[config.mk]
export PLATFORM = sky130hd
export DESIGN_NAME = sklp_queue
export DESIGN_NICKNAME = d
export VERILOG_FILES = /design/src/rtl/sklp_queue.sv
export SDC_FILE = /design/constraint.sdc
export NUM_CORES = 1
export LEC_CHECK = 0
export ABC_AREA = 1
export BUFFER_PORTS_ARGS = -buffer_cell sky130_fd_sc_hd__buf_2
export CELL_PAD_IN_SITES_DETAIL_PLACEMENT = 0
export CELL_PAD_IN_SITES_GLOBAL_PLACEMENT = 2
export CORE_AREA = 2 2 70 52
export CTS_CLUSTER_DIAMETER = 60
export DETAILED_ROUTE_END_ITERATION = 12
export DIE_AREA = 0 0 72 54
export MAX_ROUTING_LAYER = met4
export PLACE_DENSITY_LB_ADDON = 0.2
export SETUP_SLACK_MARGIN = 0.4
export SYNTH_ARGS = -nofsm -noshare
export SYNTH_HDL_FRONTEND = slang
export SYNTH_SLANG_ARGS = --single-unit
[constraint.sdc]
create_clock -name clk_i -period 2.3 [get_ports clk_i]
set_clock_uncertainty 0.2 [all_clocks]
set_input_delay 0.46 -clock clk_i [delete_from_list [all_inputs] [get_ports clk_i]]
set_output_delay 0.46 -clock clk_i [all_outputs]
set_load 0.05 [all_outputs]
[src/rtl/sklp_queue.sv]
// Two-entry command queue between the key front end and the probe engine.
// Generic width; no package dependencies.
`default_nettype none

module sklp_queue #(
  parameter int unsigned W = 8
) (
  input  logic         clk_i,
  input  logic         rst_ni,
  input  logic         push_i,
  input  logic [W-1:0] push_data_i,
  output logic         full_o,
  input  logic         pop_i,
  output logic [W-1:0] pop_data_o,
  output logic         empty_o
);

  logic [W-1:0] data_q [2];
  logic         wr_ptr_q, rd_ptr_q;
  logic [1:0]   cnt_q;

  assign full_o     = (cnt_q == 2'd2);
  assign empty_o    = (cnt_q == 2'd0);
  assign pop_data_o = data_q[rd_ptr_q];

  // Store entries
  always_ff @(posedge clk_i) begin
    if (push_i && !full_o) begin
      data_q[wr_ptr_q] <= push_data_i;
    end
  end

  // Advance pointers and count
  always_ff @(posedge clk_i or negedge rst_ni) begin
    if (!rst_ni) begin
      wr_ptr_q <= 1'b0;
      rd_ptr_q <= 1'b0;
      cnt_q    <= 2'd0;
    end else begin
      if (push_i && !full_o) wr_ptr_q <= ~wr_ptr_q;
      if (pop_i && !empty_o) rd_ptr_q <= ~rd_ptr_q;
      cnt_q <= cnt_q + 2'((push_i && !full_o) ? 1 : 0) - 2'((pop_i && !empty_o) ? 1 : 0);
    end
  end

endmodule

`default_nettype wire

Yosys cells after proc, flatten, opt, wreduce, memory -nomap -nowiden
Memory sizes are Yosys's and may differ from the RTL's.
Index checks and enable logic that the tools add are counted.
{"block": "classes", "n_addsub": 2, "eq_ne": 1, "mux": 4, "bitwise_logic": 2, "n_reduce_logical": 5}
{"cell": "1-bit two-way mux", "count": 4}
{"cell": "2-bit by 1-bit adder with 2-bit output", "count": 1}
{"cell": "2-bit == test (second input constant)", "count": 1}
{"cell": "1-bit logical AND", "count": 2}
{"cell": "1-bit zero test", "count": 2}
{"cell": "2-bit zero test", "count": 1}
{"cell": "1-bit NOT", "count": 2}
{"cell": "2-bit by 1-bit subtractor with 2-bit output", "count": 1}
{"block": "word_totals", "reg_bits": 4, "ram_bits": 16, "out_inout_bits": 10, "memories": 1}
{"memory": "data_q", "depth": 2, "word_bits": 8, "rd": 1, "rd_clocked_by_memory_dff": 0, "wr": 1, "line": "18", "source": "logic [W-1:0] data_q [2];"}

Longest topological paths before layout
{"block": "logic_depth", "word_depth": 6, "depth_mapped": 10}

Worst setup path after synthesis
Ideal clock, no wire load.
{"block": "synth_path", "path_type": "register -> output", "start": "register rd_ptr_q", "end": "output pop_data_o[0]", "arrival_time_ns": 0.927, "slack_ns": 0.713, "path_stages_with_launch": 5, "n_path_buf": 1, "path_cell_list": "dfrtp_1 buf_6 clkinv_4 nand2_1 nand2_1"}
{"block": "synth_between", "elab_chain_len": 1}
{"element": "start, declared", "line": "19", "source": "logic wr_ptr_q, rd_ptr_q;"}
{"element": "start signal, assigned", "line": "41", "source": "if (pop_i && !empty_o) rd_ptr_q <= ~rd_ptr_q;"}
{"element": "memory 2 x 8 bit"}
{"element": "end, declared", "line": "14", "source": "output logic [W-1:0] pop_data_o,"}
No other way between the ends.

Worst setup path after layout
{"block": "layout_path", "start": "register rd_ptr_q", "end": "output pop_data_o[4]"}
The elaborated chain is that of the path after synthesis.

==> flow_summary.yaml <==
sta:
  slew_headroom_pct: 77.7
  max_slew.worst_pin.slew_ns: 0.335
  drv_slew: 0
  fin_crit_ns: 1.82
  rsz0062_at_grt: "no"
  period_share_pct: 78.9
  hold_viol_final: 0
  setup_ws_ns: 0.484
  setup_viol: 0
  tns_ns: 0
  fmaxAchievable_ghz: 0.551
synthesis:
  synth_edf_count: 16
  synth_commonest_cells: "35 x nand2_1, 16 x edfxtp_1, 9 x inv_1, 4 x dfrtp_1"
  synth_compound_area_share_pct: 0
  yosys.area.top_type: "edfxtp_1"
  synth_xor_area_share_pct: 0
  synth_mux_area_share_pct: 0
  ys_seq_area_share_pct: 69.9
  synth_simple_gate_area_share_pct: 20.2
  ys_ff_latch: 20
  synth_area_per_cell_um2: 11.1
  synth.area.top_cells: "edfxtp_1 58%, nand2_1 16%, dfrtp_1 12%"
  synth_top_area_share_pct: 57.8
  synth-warning-count: 0
  netlist_instances: 75
  synth-adder-area-share_pct: 3.01
  async_flop_share_pct: 20.0
  ys.flop_type: "edfxtp_1"
  yosysMostFrequentCell: "nand2_1"
  syn_area_um2: 831
  syn-num-nets: 89
  synth_top_family_by_area: "simple AND/OR/NAND/NOR gates"
  synth_cell_types: 12
power:
  p_total_mw: 1.73
  power.density_mw_per_mm2: 1560
  total_leakage_power_nw: 0.540
  ir_drop_mv: 0.778
floorplanning:
  io_pins: 22
  die_y_um: 54
  die_x_um: 72
  initial_core_util_pct: 25.1
  rows: 18
  core-area_mm2: 0.00331
  dieArea_mm2: 0.00389
clock_network:
  cts-buffers-inserted: 3
  cts_tree: "done"
  cts_root_buf: "clkbuf_8"
  cts_max_path_buffers: 2
  h-tree-depth: 1
  cts.sinks: 20
  clkTransAtPathRegs_ns: 0.07
  insertion_delay_ns: 0.25
drt:
  viasPerCell: 3.80
  vias: 543
  drc_errors: 0
  ant_nets: 0
  firstDrtPassIters: 4
  drtIter0Drc: 8
  wire_per_inst_um: 10.5
  wirelength_um: 1500
cells_and_area:
  final_nets: 118
  syn_to_final_growth_pct: 33.9
  drive_gt1_share_pct: 33.0
  n_antenna_cell: 0
  utilization_pct: 33.6
setup_path:
  cp-end-kind: "output pin"
  timing.rr.start: "cnt_q[1]$_DFF_PN0_"
  critPathMaxStageDelay_ns: 0.45
  crit_chain: "buf_4, nand2_1, nand2_1, buf_4"
  crit_path_top_delay_cell: "dfrtp_2"
  cp_data_arrival_time_ns: 1.16
  r2r_end: "cnt_q[1]$_DFF_PN0_"
  critPathBufInv: 2
  reg2reg_depth: 10
  cpLargestDelayFamily: "flip-flops"
  reg2reg_slack_ns: 0.70
  critPathMaxFanout: 4
  critPathRequiredTime_ns: 1.64
  critPathKind: "reg2out"
  crit_path_start_kind: "flop"
place:
  pre_cts_slack_ns: 0.530
  place.gp.congestion: 0.713
  io_buffers: 21
  dpl.hpwl_um: 1110
min_path:
  holdPathEnd: "data_q[0][1]$_DFFE_PP_"
  hold_start: "push_data_i[1]"
  hold_path.class: "in2reg"
  whs_path_depth: 1
global_routing:
  antenna_found_initial: 0
  grt_usage_pct: 8.58
  gr-usage-met1_pct: 9.94
  grt_pass1_wl_um: 2280
  busiest_layer: "met2"
  gr-usage-met2_pct: 13.0
  grt_overflow_total: 0
  use_met3_pct: 4.49
  grt_start_max_net_pins: 13
  grt_pass1_vias: 502
job:
  max-cap-violations: 0
run_status:
  status: "complete, no violations"
## flip-flops by register name, summed over array words and instances, names as in the netlist
signal    count
rd_ptr_q      1
data_q       16
cnt_q         2
wr_ptr_q      1
## report_power, final
part	internal (mW)	total [mW]	leakage (nW)	switching, mW
clock network	0.232	0.340	0.0357	0.108
registers	0.506	0.554	0.196	0.0478
logic	0.254	0.837	0.308	0.583
## cell type report
class	instances	area, um^2
clock buffers	3	41.3
clock inverters	1	30.0
fillers	344	2200
inverters	11	46.3
multi-input cells	43	193
flip-flops and latches	20	582
well taps	40	50.0
repair buffers	25	170
## routing by layer
metal,wire length (um),vias up,part of all wire (%)
met5,0,-,0
met4,19,0,1.3
met3,107,2,7.2
met2,652,14,44
met1,716,236,48
li1,-,291,-
## layout by cell type, fill, tap and decap left out, drive strengths merged
master | netlist | routed
nand2 | 37 | 37
ha | 2 | 2
nor2 | 1 | 1
inv | 10 | 10
dlygate4sd3 | 0 | 1
clkinv | 1 | 1
bufinv | 0 | 1
clkbuf | 0 | 3
buf | 1 | 24
dfrtp | 4 | 4
nand3 | 3 | 3
edfxtp | 16 | 16
## how the worst max path moves through the flow
stage,startpoint,to,slack (ns),cells after the start
CTS,rd_ptr_q$_DFFE_PN0P_,pop_data_o[1],0.40,4
detailed placement,rd_ptr_q$_DFFE_PN0P_,pop_data_o[1],0.53,4
global placement,rd_ptr_q$_DFFE_PN0P_,pop_data_o[1],0.57,4
finish,rd_ptr_q$_DFFE_PN0P_,pop_data_o[4],0.48,4
floorplan,rd_ptr_q$_DFFE_PN0P_,pop_data_o[0],0.71,4
global route,rd_ptr_q$_DFFE_PN0P_,pop_data_o[0],0.42,4
## what timing repair did
| item | CTS | global route |
|---|---|---|
| gates resized for setup | 9 | 0 |
| hold endpoints to repair | 4 | 0 |
| buffers inserted | 0 | 2 |
| endpoints found under the setup margin | 8 | 8 |
| hold buffers | 1 | 0 |
| gates cloned | 0 | 0 |
## cell families after synthesis
logic type / after synthesis
buffers and inverters: 12
and+or+nand+nor: 41
DFF: 20
adders and majority gates: 2
## per-stage QoR
stage	hold slack, ns	instances	area, um^2
after floorplan	-0.0356	75	831
after global placement	0.0822	136	982
after detailed placement	0.0761	136	982
after CTS	0.183	141	1080
after global routing	0.183	143	1110
final	0.191	143	1110
No activity file was read; power rests on OpenSTA's default activity.
