**config.mk**
```make
export PLATFORM = sky130hd
export DESIGN_NAME = sklp_front_flat
export DESIGN_NICKNAME = d
export VERILOG_FILES = /design/src/rtl/sklp_pkg.sv /design/src/rtl/sklp_in_if.sv /design/src/rtl/sklp_front.sv /design/src/flat_wrapper.sv
export SDC_FILE = /design/constraint.sdc
export NUM_CORES = 1
export LEC_CHECK = 0
export BUFFER_PORTS_ARGS = -buffer_cell sky130_fd_sc_hd__buf_2
export CORE_MARGIN = 2
export CORE_UTILIZATION = 56
export CTS_BUF_LIST = sky130_fd_sc_hd__clkbuf_2 sky130_fd_sc_hd__clkbuf_4 sky130_fd_sc_hd__clkbuf_8
export DETAILED_ROUTE_END_ITERATION = 8
export PLACE_DENSITY = 0.91
export SLEW_MARGIN = 40
export SYNTH_ARGS = -nofsm -noshare
export SYNTH_HDL_FRONTEND = slang
export SYNTH_SLANG_ARGS = --single-unit
```
**constraint.sdc**
```tcl
create_clock -name clk_i -period 6.2 [get_ports clk_i]
set_clock_uncertainty 0.15 [all_clocks]
set_input_delay 0.31 -clock clk_i [delete_from_list [all_inputs] [get_ports clk_i]]
set_output_delay 0.31 -clock clk_i [all_outputs]
set_load 0.005 [all_outputs]
```
**src/rtl/sklp_pkg.sv**
```systemverilog
// Shared types and constants for the string-key linear-probe table.
// No dependencies; imported by every module of the block but the queue.
`default_nettype none

package sklp_pkg;

  // Polynomial hash modulus and byte mapping constants, 30-bit field arithmetic
  localparam int unsigned  HASH_W   = 30;
  localparam logic [29:0]  HASH_MOD = 30'd1000000009;
  localparam logic [7:0]   CHAR_BIAS = 8'd96;
  localparam logic [7:0]   UPPER_A   = 8'h41;
  localparam logic [7:0]   UPPER_Z   = 8'h5A;
  localparam logic [7:0]   CASE_OFS  = 8'd32;

  // Serial modular multiply walks the 30 multiplier bits MSB first
  localparam logic [4:0]   MUL_TOP_STEP = 5'd29;
  // Base 31 = 32 - 1: five doublings of the power run in the first five steps
  localparam logic [4:0]   PW_DBL_LOW   = 5'd25;
  // Slot reduction: reciprocal multiply, then multiply back and correct
  localparam logic [4:0]   MOD_TOP_STEP = 5'd1;

  typedef enum logic [1:0] {
    ST_INSERTED  = 2'd0,
    ST_FOUND     = 2'd1,
    ST_NOT_FOUND = 2'd2,
    ST_FULL      = 2'd3
  } status_e;

  typedef enum logic {
    FUNC_INSERT = 1'b0,
    FUNC_SEARCH = 1'b1
  } func_e;

  typedef enum logic [4:0] {
    F_IDLE = 5'b00001,
    F_MUL  = 5'b00010,
    F_ACC  = 5'b00100,
    F_MOD  = 5'b01000,
    F_PUSH = 5'b10000
  } front_state_e;

  typedef enum logic [4:0] {
    B_CLR  = 5'b00001,
    B_IDLE = 5'b00010,
    B_RD   = 5'b00100,
    B_CMP  = 5'b01000,
    B_EMIT = 5'b10000
  } back_state_e;

endpackage

`default_nettype wire

```
**src/rtl/sklp_in_if.sv**
```systemverilog
// Input channel: one key byte per beat with operation, last flag and payload.
// No dependencies.
`default_nettype none

interface sklp_in_if;
  logic        valid;
  logic        ready;
  logic        func;
  logic [7:0]  char_code;
  logic        last_char;
  logic [15:0] record_id;

  modport source (output valid, func, char_code, last_char, record_id, input ready);
  modport sink   (input valid, func, char_code, last_char, record_id, output ready);
endinterface

`default_nettype wire

```
**src/rtl/sklp_front.sv**
```systemverilog
// Front end: accepts key bytes, keeps the key prefix and its polynomial hash,
// and queues one probe command per key. Uses sklp_pkg and sklp_in_if.
`default_nettype none

module sklp_front import sklp_pkg::*; #(
  parameter int unsigned MAX_KEY    = 20,
  parameter int unsigned TABLE_SIZE = 2048,
  localparam int unsigned LENW = $clog2(MAX_KEY + 1),
  localparam int unsigned IDXW = $clog2(TABLE_SIZE),
  localparam int unsigned CMDW = 1 + 16 + IDXW + LENW + MAX_KEY * 8
) (
  input  logic            clk_i,
  input  logic            rst_ni,
  input  logic            enable_i,
  sklp_in_if.sink         in_i,
  output logic            push_o,
  output logic [CMDW-1:0] push_data_o,
  input  logic            full_i
);

  localparam logic [30:0] MOD31 = {1'b0, HASH_MOD};
  // Floor reciprocal of the table size; the quotient estimate is at most one low
  localparam int unsigned RSH   = HASH_W + IDXW;
  localparam logic [30:0] RECIP = 31'((64'd1 << RSH) / 64'(TABLE_SIZE));

  front_state_e          state_q, state_d;
  logic [LENW-1:0]       len_q, len_d;
  logic [MAX_KEY*8-1:0]  buf_q, buf_d;
  logic [29:0]           hash_q, hash_d, pow_q, pow_d;
  logic [29:0]           term_q, term_d, acc_q, acc_d, pw_q, pw_d;
  logic [4:0]            step_q, step_d;
  logic [IDXW-1:0]       r_q, r_d;
  logic                  last_q, last_d, func_q, func_d;
  logic [15:0]           rec_q, rec_d;
  logic                  accept;
  logic [30:0]           dbl_acc, sum_acc, dbl_pw, hsum, pdiff;
  logic [60:0]           prod;
  logic [29:0]           qd, rdiff, rcor;

  // Map a raw byte to its reduced hash digit (lowercase, minus bias)
  function automatic logic [29:0] char_term(input logic [7:0] c);
    logic [7:0] lc;
    lc = (c >= UPPER_A && c <= UPPER_Z) ? c + CASE_OFS : c;
    if (lc >= CHAR_BIAS) return 30'(lc - CHAR_BIAS);
    else                 return HASH_MOD - 30'(CHAR_BIAS - lc);
  endfunction

  assign in_i.ready  = enable_i && (state_q == F_IDLE);
  assign accept      = in_i.valid && in_i.ready;
  assign push_o      = (state_q == F_PUSH) && !full_i;
  assign push_data_o = {func_q, rec_q, r_q, len_q, buf_q};

  // One modular multiply step, one power doubling and the final merges
  always_comb begin
    dbl_acc = {acc_q, 1'b0};
    if (dbl_acc >= MOD31) dbl_acc = dbl_acc - MOD31;
    sum_acc = dbl_acc + (term_q[step_q] ? {1'b0, pow_q} : 31'd0);
    if (sum_acc >= MOD31) sum_acc = sum_acc - MOD31;
    dbl_pw = {pw_q, 1'b0};
    if (dbl_pw >= MOD31) dbl_pw = dbl_pw - MOD31;
    hsum = {1'b0, hash_q} + {1'b0, acc_q};
    if (hsum >= MOD31) hsum = hsum - MOD31;
    pdiff = (pw_q >= pow_q) ? {1'b0, pw_q} - {1'b0, pow_q}
                            : {1'b0, pw_q} + MOD31 - {1'b0, pow_q};
    // Slot index: estimate the quotient, multiply back, correct once
    prod  = {31'd0, hash_q} * {30'd0, RECIP};
    qd    = term_q * 30'(TABLE_SIZE);
    rdiff = hash_q - qd;
    rcor  = (rdiff >= 30'(TABLE_SIZE)) ? rdiff - 30'(TABLE_SIZE) : rdiff;
  end

  // Sequence byte intake, hashing, slot reduction and command push
  always_comb begin
    state_d = state_q;
    len_d   = len_q;
    buf_d   = buf_q;
    hash_d  = hash_q;
    pow_d   = pow_q;
    term_d  = term_q;
    acc_d   = acc_q;
    pw_d    = pw_q;
    step_d  = step_q;
    r_d     = r_q;
    last_d  = last_q;
    func_d  = func_q;
    rec_d   = rec_q;
    case (state_q)
      F_IDLE: begin
        if (accept) begin
          last_d = in_i.last_char;
          func_d = in_i.func;
          rec_d  = in_i.record_id;
          step_d = MUL_TOP_STEP;
          r_d    = '0;
          if (len_q < LENW'(MAX_KEY)) begin
            term_d = char_term(in_i.char_code);
            for (int i = 0; i < MAX_KEY; i++) begin
              if (len_q == LENW'(i)) buf_d[i*8 +: 8] = in_i.char_code;
            end
            len_d   = len_q + LENW'(1);
            acc_d   = '0;
            pw_d    = pow_q;
            state_d = F_MUL;
          end else if (in_i.last_char) begin
            step_d  = MOD_TOP_STEP;
            state_d = F_MOD;
          end
        end
      end
      F_MUL: begin
        acc_d = sum_acc[29:0];
        if (step_q >= PW_DBL_LOW) pw_d = dbl_pw[29:0];
        if (step_q == '0) state_d = F_ACC;
        else              step_d  = step_q - 5'd1;
      end
      F_ACC: begin
        hash_d  = hsum[29:0];
        pow_d   = pdiff[29:0];
        step_d  = MOD_TOP_STEP;
        r_d     = '0;
        state_d = last_q ? F_MOD : F_IDLE;
      end
      F_MOD: begin
        if (step_q != '0) begin
          term_d = 30'(prod >> RSH);
          step_d = step_q - 5'd1;
        end else begin
          r_d     = rcor[IDXW-1:0];
          state_d = F_PUSH;
        end
      end
      F_PUSH: begin
        if (!full_i) begin
          len_d   = '0;
          hash_d  = '0;
          pow_d   = 30'd1;
          state_d = F_IDLE;
        end
      end
      default: state_d = F_IDLE;
    endcase
  end

  // Hold control state
  always_ff @(posedge clk_i or negedge rst_ni) begin
    if (!rst_ni) begin
      state_q <= F_IDLE;
      len_q   <= '0;
      hash_q  <= '0;
      pow_q   <= 30'd1;
      step_q  <= '0;
      last_q  <= 1'b0;
    end else begin
      state_q <= state_d;
      len_q   <= len_d;
      hash_q  <= hash_d;
      pow_q   <= pow_d;
      step_q  <= step_d;
      last_q  <= last_d;
    end
  end

  // Hold datapath registers
  always_ff @(posedge clk_i) begin
    buf_q  <= buf_d;
    term_q <= term_d;
    acc_q  <= acc_d;
    pw_q   <= pw_d;
    r_q    <= r_d;
    func_q <= func_d;
    rec_q  <= rec_d;
  end

endmodule

`default_nettype wire

```
**src/flat_wrapper.sv**
```systemverilog
// flat-port wrapper written by rule: the top's interface ports become plain ports
module sklp_front_flat import sklp_pkg::*;
#(
  parameter int unsigned MAX_KEY    = 20,
  parameter int unsigned TABLE_SIZE = 2048,
  localparam int unsigned LENW = $clog2(MAX_KEY + 1),
  localparam int unsigned IDXW = $clog2(TABLE_SIZE),
  localparam int unsigned CMDW = 1 + 16 + IDXW + LENW + MAX_KEY * 8
)
  (clk_i, rst_ni, enable_i, push_o, push_data_o, full_i, in_i_valid, in_i_func, in_i_char_code, in_i_last_char, in_i_record_id, in_i_ready);
  sklp_in_if in_i_i ();
  input  logic clk_i;
  input  logic rst_ni;
  input  logic enable_i;
  output logic push_o;
  output logic [CMDW-1:0] push_data_o;
  input  logic full_i;
  input wire logic [$bits(in_i_i.valid)-1:0] in_i_valid;
  input wire logic [$bits(in_i_i.func)-1:0] in_i_func;
  input wire logic [$bits(in_i_i.char_code)-1:0] in_i_char_code;
  input wire logic [$bits(in_i_i.last_char)-1:0] in_i_last_char;
  input wire logic [$bits(in_i_i.record_id)-1:0] in_i_record_id;
  output wire logic [$bits(in_i_i.ready)-1:0] in_i_ready;
  assign in_i_i.valid = in_i_valid;
  assign in_i_i.func = in_i_func;
  assign in_i_i.char_code = in_i_char_code;
  assign in_i_i.last_char = in_i_last_char;
  assign in_i_i.record_id = in_i_record_id;
  assign in_i_ready = in_i_i.ready;
  sklp_front #(.MAX_KEY(MAX_KEY), .TABLE_SIZE(TABLE_SIZE)) u_core (.clk_i(clk_i), .rst_ni(rst_ni), .enable_i(enable_i), .in_i(in_i_i), .push_o(push_o), .push_data_o(push_data_o), .full_i(full_i));
endmodule
```
Word-level counts from Yosys, hierarchy flattened --
Cells that the tools add are included.
Storage, ports and cells: register bits 354, input port bits 31, output and inout bits 195, word-level logic and storage cells 184
Cells by class: add/sub/neg operators 17, order comparisons 12, equal/unequal tests 33, mux-type cells 47, reduce and logical (&&, ||, !) cells 43
Operators with widths (number):
- $mux W30 | 16
- $pmux W30 S2 | 5
- $ge A31 B30 Y1 const B | 4
- $reduce_and A4 Y1 | 24
- $sub A30 B30 Y30 | 3
- $sub A30 B30 Y30 const B | 3
- $mux W5 | 14
- $eq A5 B4 Y1 const B | 9
- $mux W11 | 3
- $pmux W11 S3 | 1
- $add A30 B30 Y31 | 1
- $add A31 B30 Y31 | 1
- $mux W31 | 1
- $sub A31 B30 Y31 const B | 1
- $add A30 B30 Y30 const B | 1
- $ge A30 B12 Y1 const B | 1
- $ge A30 B30 Y1 | 1
- $sub A30 B30 Y30 const A | 1
- $eq A5 B3 Y1 const B | 5
- $eq A5 B5 Y1 const B | 5
- $pmux W5 S5 | 1
- $pmux W5 S4 | 1
- $ge A8 B7 Y1 const B | 2
- $eq A5 B2 Y1 const B | 3
- other kinds (29) | 45

Logic depth before layout (Yosys ltp) --
depth in word-level cells 9, depth in mapped cells 29, mapped depth without buffers 26

Worst setup path before layout --
No wires, ideal clock.
path type register to register, from register u_core.acc_q[4], to register u_core.acc_q[22] (data pin), library setup time 257 ps, arrival time 5702 ps, required time 5793 ps, path slack 90 ps, stages on the path, launching flop included 28, buffers on the path 3, clock period less this slack 6110 ps, cell sequence edfxtp_1 -> nor4_1 -> nor2b_1 -> nand2_1 -> a21oi_1 -> nor2b_1 -> nand2b_1 -> a21bo_2 -> a21oi_1 -> clkinv_1 -> clkbuf_1 -> nand3_1 -> xnor2_1 -> ha_1 -> clkbuf_2 -> a21oi_1 -> o21ai_0 -> a211oi_1 -> o21ai_2 -> o41ai_1 -> o21bai_1 -> xor2_1 -> nand3_1 -> a2111o_1 -> o21a_1 -> buf_2 -> or3_1 -> mux2i_1
On the way: longest elaborated chain between the ends 6, elaborated cells between the ends (all ways) 8, classes of those cells add/sub: 3; order compare: 2; mux: 3
Ends and longest elaborated chain:
- start, declared | line sklp_front.sv:30 | logic [29:0] term_q, term_d, acc_q, acc_d, pw_q, pw_d;
- start signal, assigned | line sklp_front.sv:167 | acc_q <= acc_d;
- $sub A31 B30 Y31 or $ge A31 B30 Y1 (tied branches) | line sklp_front.sv:56 | if (dbl_acc >= MOD31) dbl_acc = dbl_acc - MOD31;
- $mux W31 (*) | line sklp_front.sv:56
- $add A31 B30 Y31 (*) | line sklp_front.sv:57 | sum_acc = dbl_acc + (term_q[step_q] ? {1'b0, pow_q} : 31'd0);
- $sub A30 B30 Y30 or $ge A31 B30 Y1 (tied branches) | line sklp_front.sv:58 | if (sum_acc >= MOD31) sum_acc = sum_acc - MOD31;
- $mux W30 (*) | line sklp_front.sv:58
- $pmux W30 S2 (*) | line sklp_front.sv:87 | case (state_q)
Mark *: on every way between the ends. The rest lies on a longest branch, timed or not. A chain may end at the register's enable or synchronous reset.

Final worst setup path --
from register u_core.acc_q[6], to register u_core.acc_q[13] (data pin)
Same word-level chain as after synthesis.

==> key figures <==
Layout
  – Area occupied by multi-input gates: approximately 13,000 sq um
  – Ant diodes: 0
  – Layout area overhead: 18.3%
  – FF+latch area: 9980 sq um
  – Fillers: 2,928
  – Finished Cell Area: approximately 27,000 sq um
  – Layout Nets: 2,933
  – Share of layout cells above drive strength 1: 0.201

Detailed routing
  – DRT met1 WL: 25,200 um
  – Drt pass-1 iters: 6
  – Met3 routed WL: 6080 um
  – Routed vias/inst: 6.26
  – Via count: 20,707
  – Wirelength per Cell: 20.1 um
  – Metal2 WL: 32,400 um
  – DRT iter0 DRCs: about 2,000
  – Routed WL: 66,500 um
  – Highest metal used: met4
  – Remaining DRCs: 0
  – Post-route ant nets: 0

Placement
  – GPL Wtd Cong: 0.966
  – Pre-CTS WS: -0.183 ns
  – PortBufs: about 230
  – DP Area: 25,400 sq um
  – Detailed placement HPWL: 47,500 um

Floorplanning
  – Initial Utilization: 0.567
  – Die Wd: slightly above 200 um
  – Die Y: 208 um
  – Ports: roughly 230
  – FP Rows: 74
  – CORE AREA: 40,900 sq um
  – Die ar.: about 43,000 sq um

STA
  – Final Hold Fails: 0
  – Worst-margin pin slew: approximately 0.85 ns
  – Final min period: 6.18 ns
  – Setup TNS: 0 ns
  – Worst rel slew slack: 0.437
  – Final setup viols: 0
  – Tcrit/Tclk final: 0.996
  – Worst setup margin: 0.0240 ns
  – Final slew viol count: 0
  – F_max: 162 MHz

Synthesis
  – Most frequent cell after synthesis: edfxtp_1
  – Top post-synthesis cells by area: edfxtp_1 35%, ha_1 8.4%, dfrtp_1 8.0%
  – Synth async-reset ratio: 0.220
  – Synth Area in Compound Gates: 0.186
  – Synth Warn #: 0
  – Post-synth top area cell: edfxtp_1
  – Cells after Synth: 2,400
  – Top cell type's share of synthesized area: 0.348
  – Register area share after synthesis: 0.430
  – Synth Area in Adders: 0.0990
  – Top FF cell, synth: edfxtp_1
  – Cell variety after synth: between 90 and 100
  – Simple-Gate Fraction of Synth Area: 0.165
  – Mapped Nets: 2,604
  – Number of synthesized flops with an enable pin: 269
  – Avg Cell Area, Syn: 9.67 sq um
  – Synthesized cell area: 23,200 sq um
  – Commonest cells in the netlist: 269 x edfxtp_1, 209 x nand2_1, 188 x nor2_1
  – Synth Area in XOR/XNOR: 0.0709
  – Mux contribution to synthesized area: 0.00981
  – Synth Register Bits: 345
  – Largest family of logic cells by synthesized area: compound AO/OA/AOI/OAI gates

Clocking
  – CTS tree: built
  – H-tree depth: 2
  – Root buf cell: clkbuf_8
  – Clock Sinks: 345
  – Worst-path clk slew: 0.08 ns
  – Cts bufs inserted: 54
  – Clock buffer depth: 3
  – Clock insertion delay at the later pin of the skew report: 0.68 ns

Worst setup path
  – Slowest-stage cell, CP: edfxtp_1
  – Critical Path Source Type: register
  – Crit. End Element: register
  – Critical path's largest stage delay: 0.41 ns
  – CP Data Arrival Time: around 6.4 ns
  – CP Class: register to register
  – CP required: approximately 6.5 ns
  – CP max FO: 8

Global route
  – Initial antenna violation count: 0
  – Total congestion overflow: 0
  – Largest net degree at the start of global routing: 84
  – First-pass GRT wire length: 104,000 um
  – Vias in the first global route: 19,938
  – Tot GR Track Use: 0.295

Run status
  – Status: complete, no violations

Run
  – Max-cap violations: 0

Worst hold path
  – Worst hold path type: primary input to asynchronous set/reset pin

Power
  – Leakage: 11.6 nW
  – VDD IR max: 0.630 mV
  – PwrDens: 616 nW/um^2
==> registers in the layout (all words and copies together) (netlist names), 11 cells and up <==
register       cells
u_core.acc_q      30
u_core.buf_q     160
u_core.hash_q     30
u_core.pow_q      30
u_core.pw_q       30
u_core.r_q        11
u_core.rec_q      16
u_core.term_q     21
==> logic make-up after synthesis <==
kind of cell,count (synthesis)
muxes,15
AOI/OAI and AO/OA,666
buffers and inverters,233
and+or+nand+nor,781
adders and majority gates,173
xor gates and xnor gates,187
DFF,345
==> path summary, 6_finish.rpt <==
path	startpoint	end	slack, ns	cells after the start
setup / recovery	u_core.acc_q[6]$_SDFFCE_PN0P_	u_core.acc_q[13]$_SDFFCE_PN0P_	0.02	28
hold / removal	rst_ni	u_core.pow_q[14]$_DFFE_PN0P_	0.03	2
setup reg to reg	u_core.acc_q[6]$_SDFFCE_PN0P_	u_core.acc_q[13]$_SDFFCE_PN0P_	0.02	28
hold reg to reg	u_core.pow_q[18]$_DFFE_PN0P_	u_core.pow_q[18]$_DFFE_PN0P_	0.35	2
max in group asynchronous	rst_ni	u_core.step_q[0]$_DFFE_PN0P_	4.73	3
min in group clk_i	in_i_char_code[1]	u_core.buf_q[65]$_DFFE_PP_	0.04	1
==> cells in the final DEF (no fill, tap or decap), types with 58 or more instances in the layout <==
cell type / count
edfxtp_1: 269
dfrtp_1: 73
ha_1: 152
inv_1: 142
xor2_1: 58
nor2_1: 178
nor3_1: 62
buf_2: 224
nand2_1: 206
a21oi_1: 161
o21ai_0: 178
buf_4: 106
nand3_1: 64
xnor2_1: 123
==> worst max-delay path: cells and delay by family, from the launching register on <==
family / cells / cell delay, ns
AO/OA/AOI/OAI: 10 / 2.10
AND/OR/NAND/NOR: 9 / 1.63
buffers and inverters: 5 / 0.67
flip-flops: 1 / 0.41
adder cells (fa/ha/maj): 1 / 0.36
XOR/XNOR: 2 / 0.35
multiplexers: 1 / 0.27
==> repair_timing <==
item	CTS	global route
hold buffers	23	0
gates resized for setup	9	63
setup endpoints to repair	23	30
buffers inserted	6	16
endpoints found under the hold margin	98	0
pin swaps	6	33
cloned	0	2
==> report_power, final <==
group	switching, mW	internal (mW)
registers	0.249	2.83
clock network	0.968	1.26
logic	6.63	4.97
total	7.85	9.06
==> layout make-up <==
class,count,area share
Multi-Input combinational cell,1822,0.464
Sequential cell,345,0.364
Timing Repair Buffer,362,0.0832
Clock buffer,67,0.0311
Tap cell,532,0.0242
Inverter,144,0.0197
Clock inverter,35,0.0145
==> metal layers <==
metal / GRT usage / vias to the layer above
met5: 0 / -
met4: 0.128 / 0
met3: 0.0545 / 228
met2: 0.511 / 1208
met1: 0.362 / 9842
li1: - / 9429
==> stage by stage <==
stage	std cells	power (mW)	hold WS [ns]	util
3_3_place_gp	3158	12.7	0.196	0.620
5_1_grt	3307	18.0	0.0280	0.671
4_1_cts	3289	15.5	0.00588	0.659
3_5_place_dp	3158	13.0	0.200	0.621
2_1_floorplan	2400	10.0	-0.136	-
6_report	3307	16.9	0.0325	0.671
(Power assumes the default switching activity.)
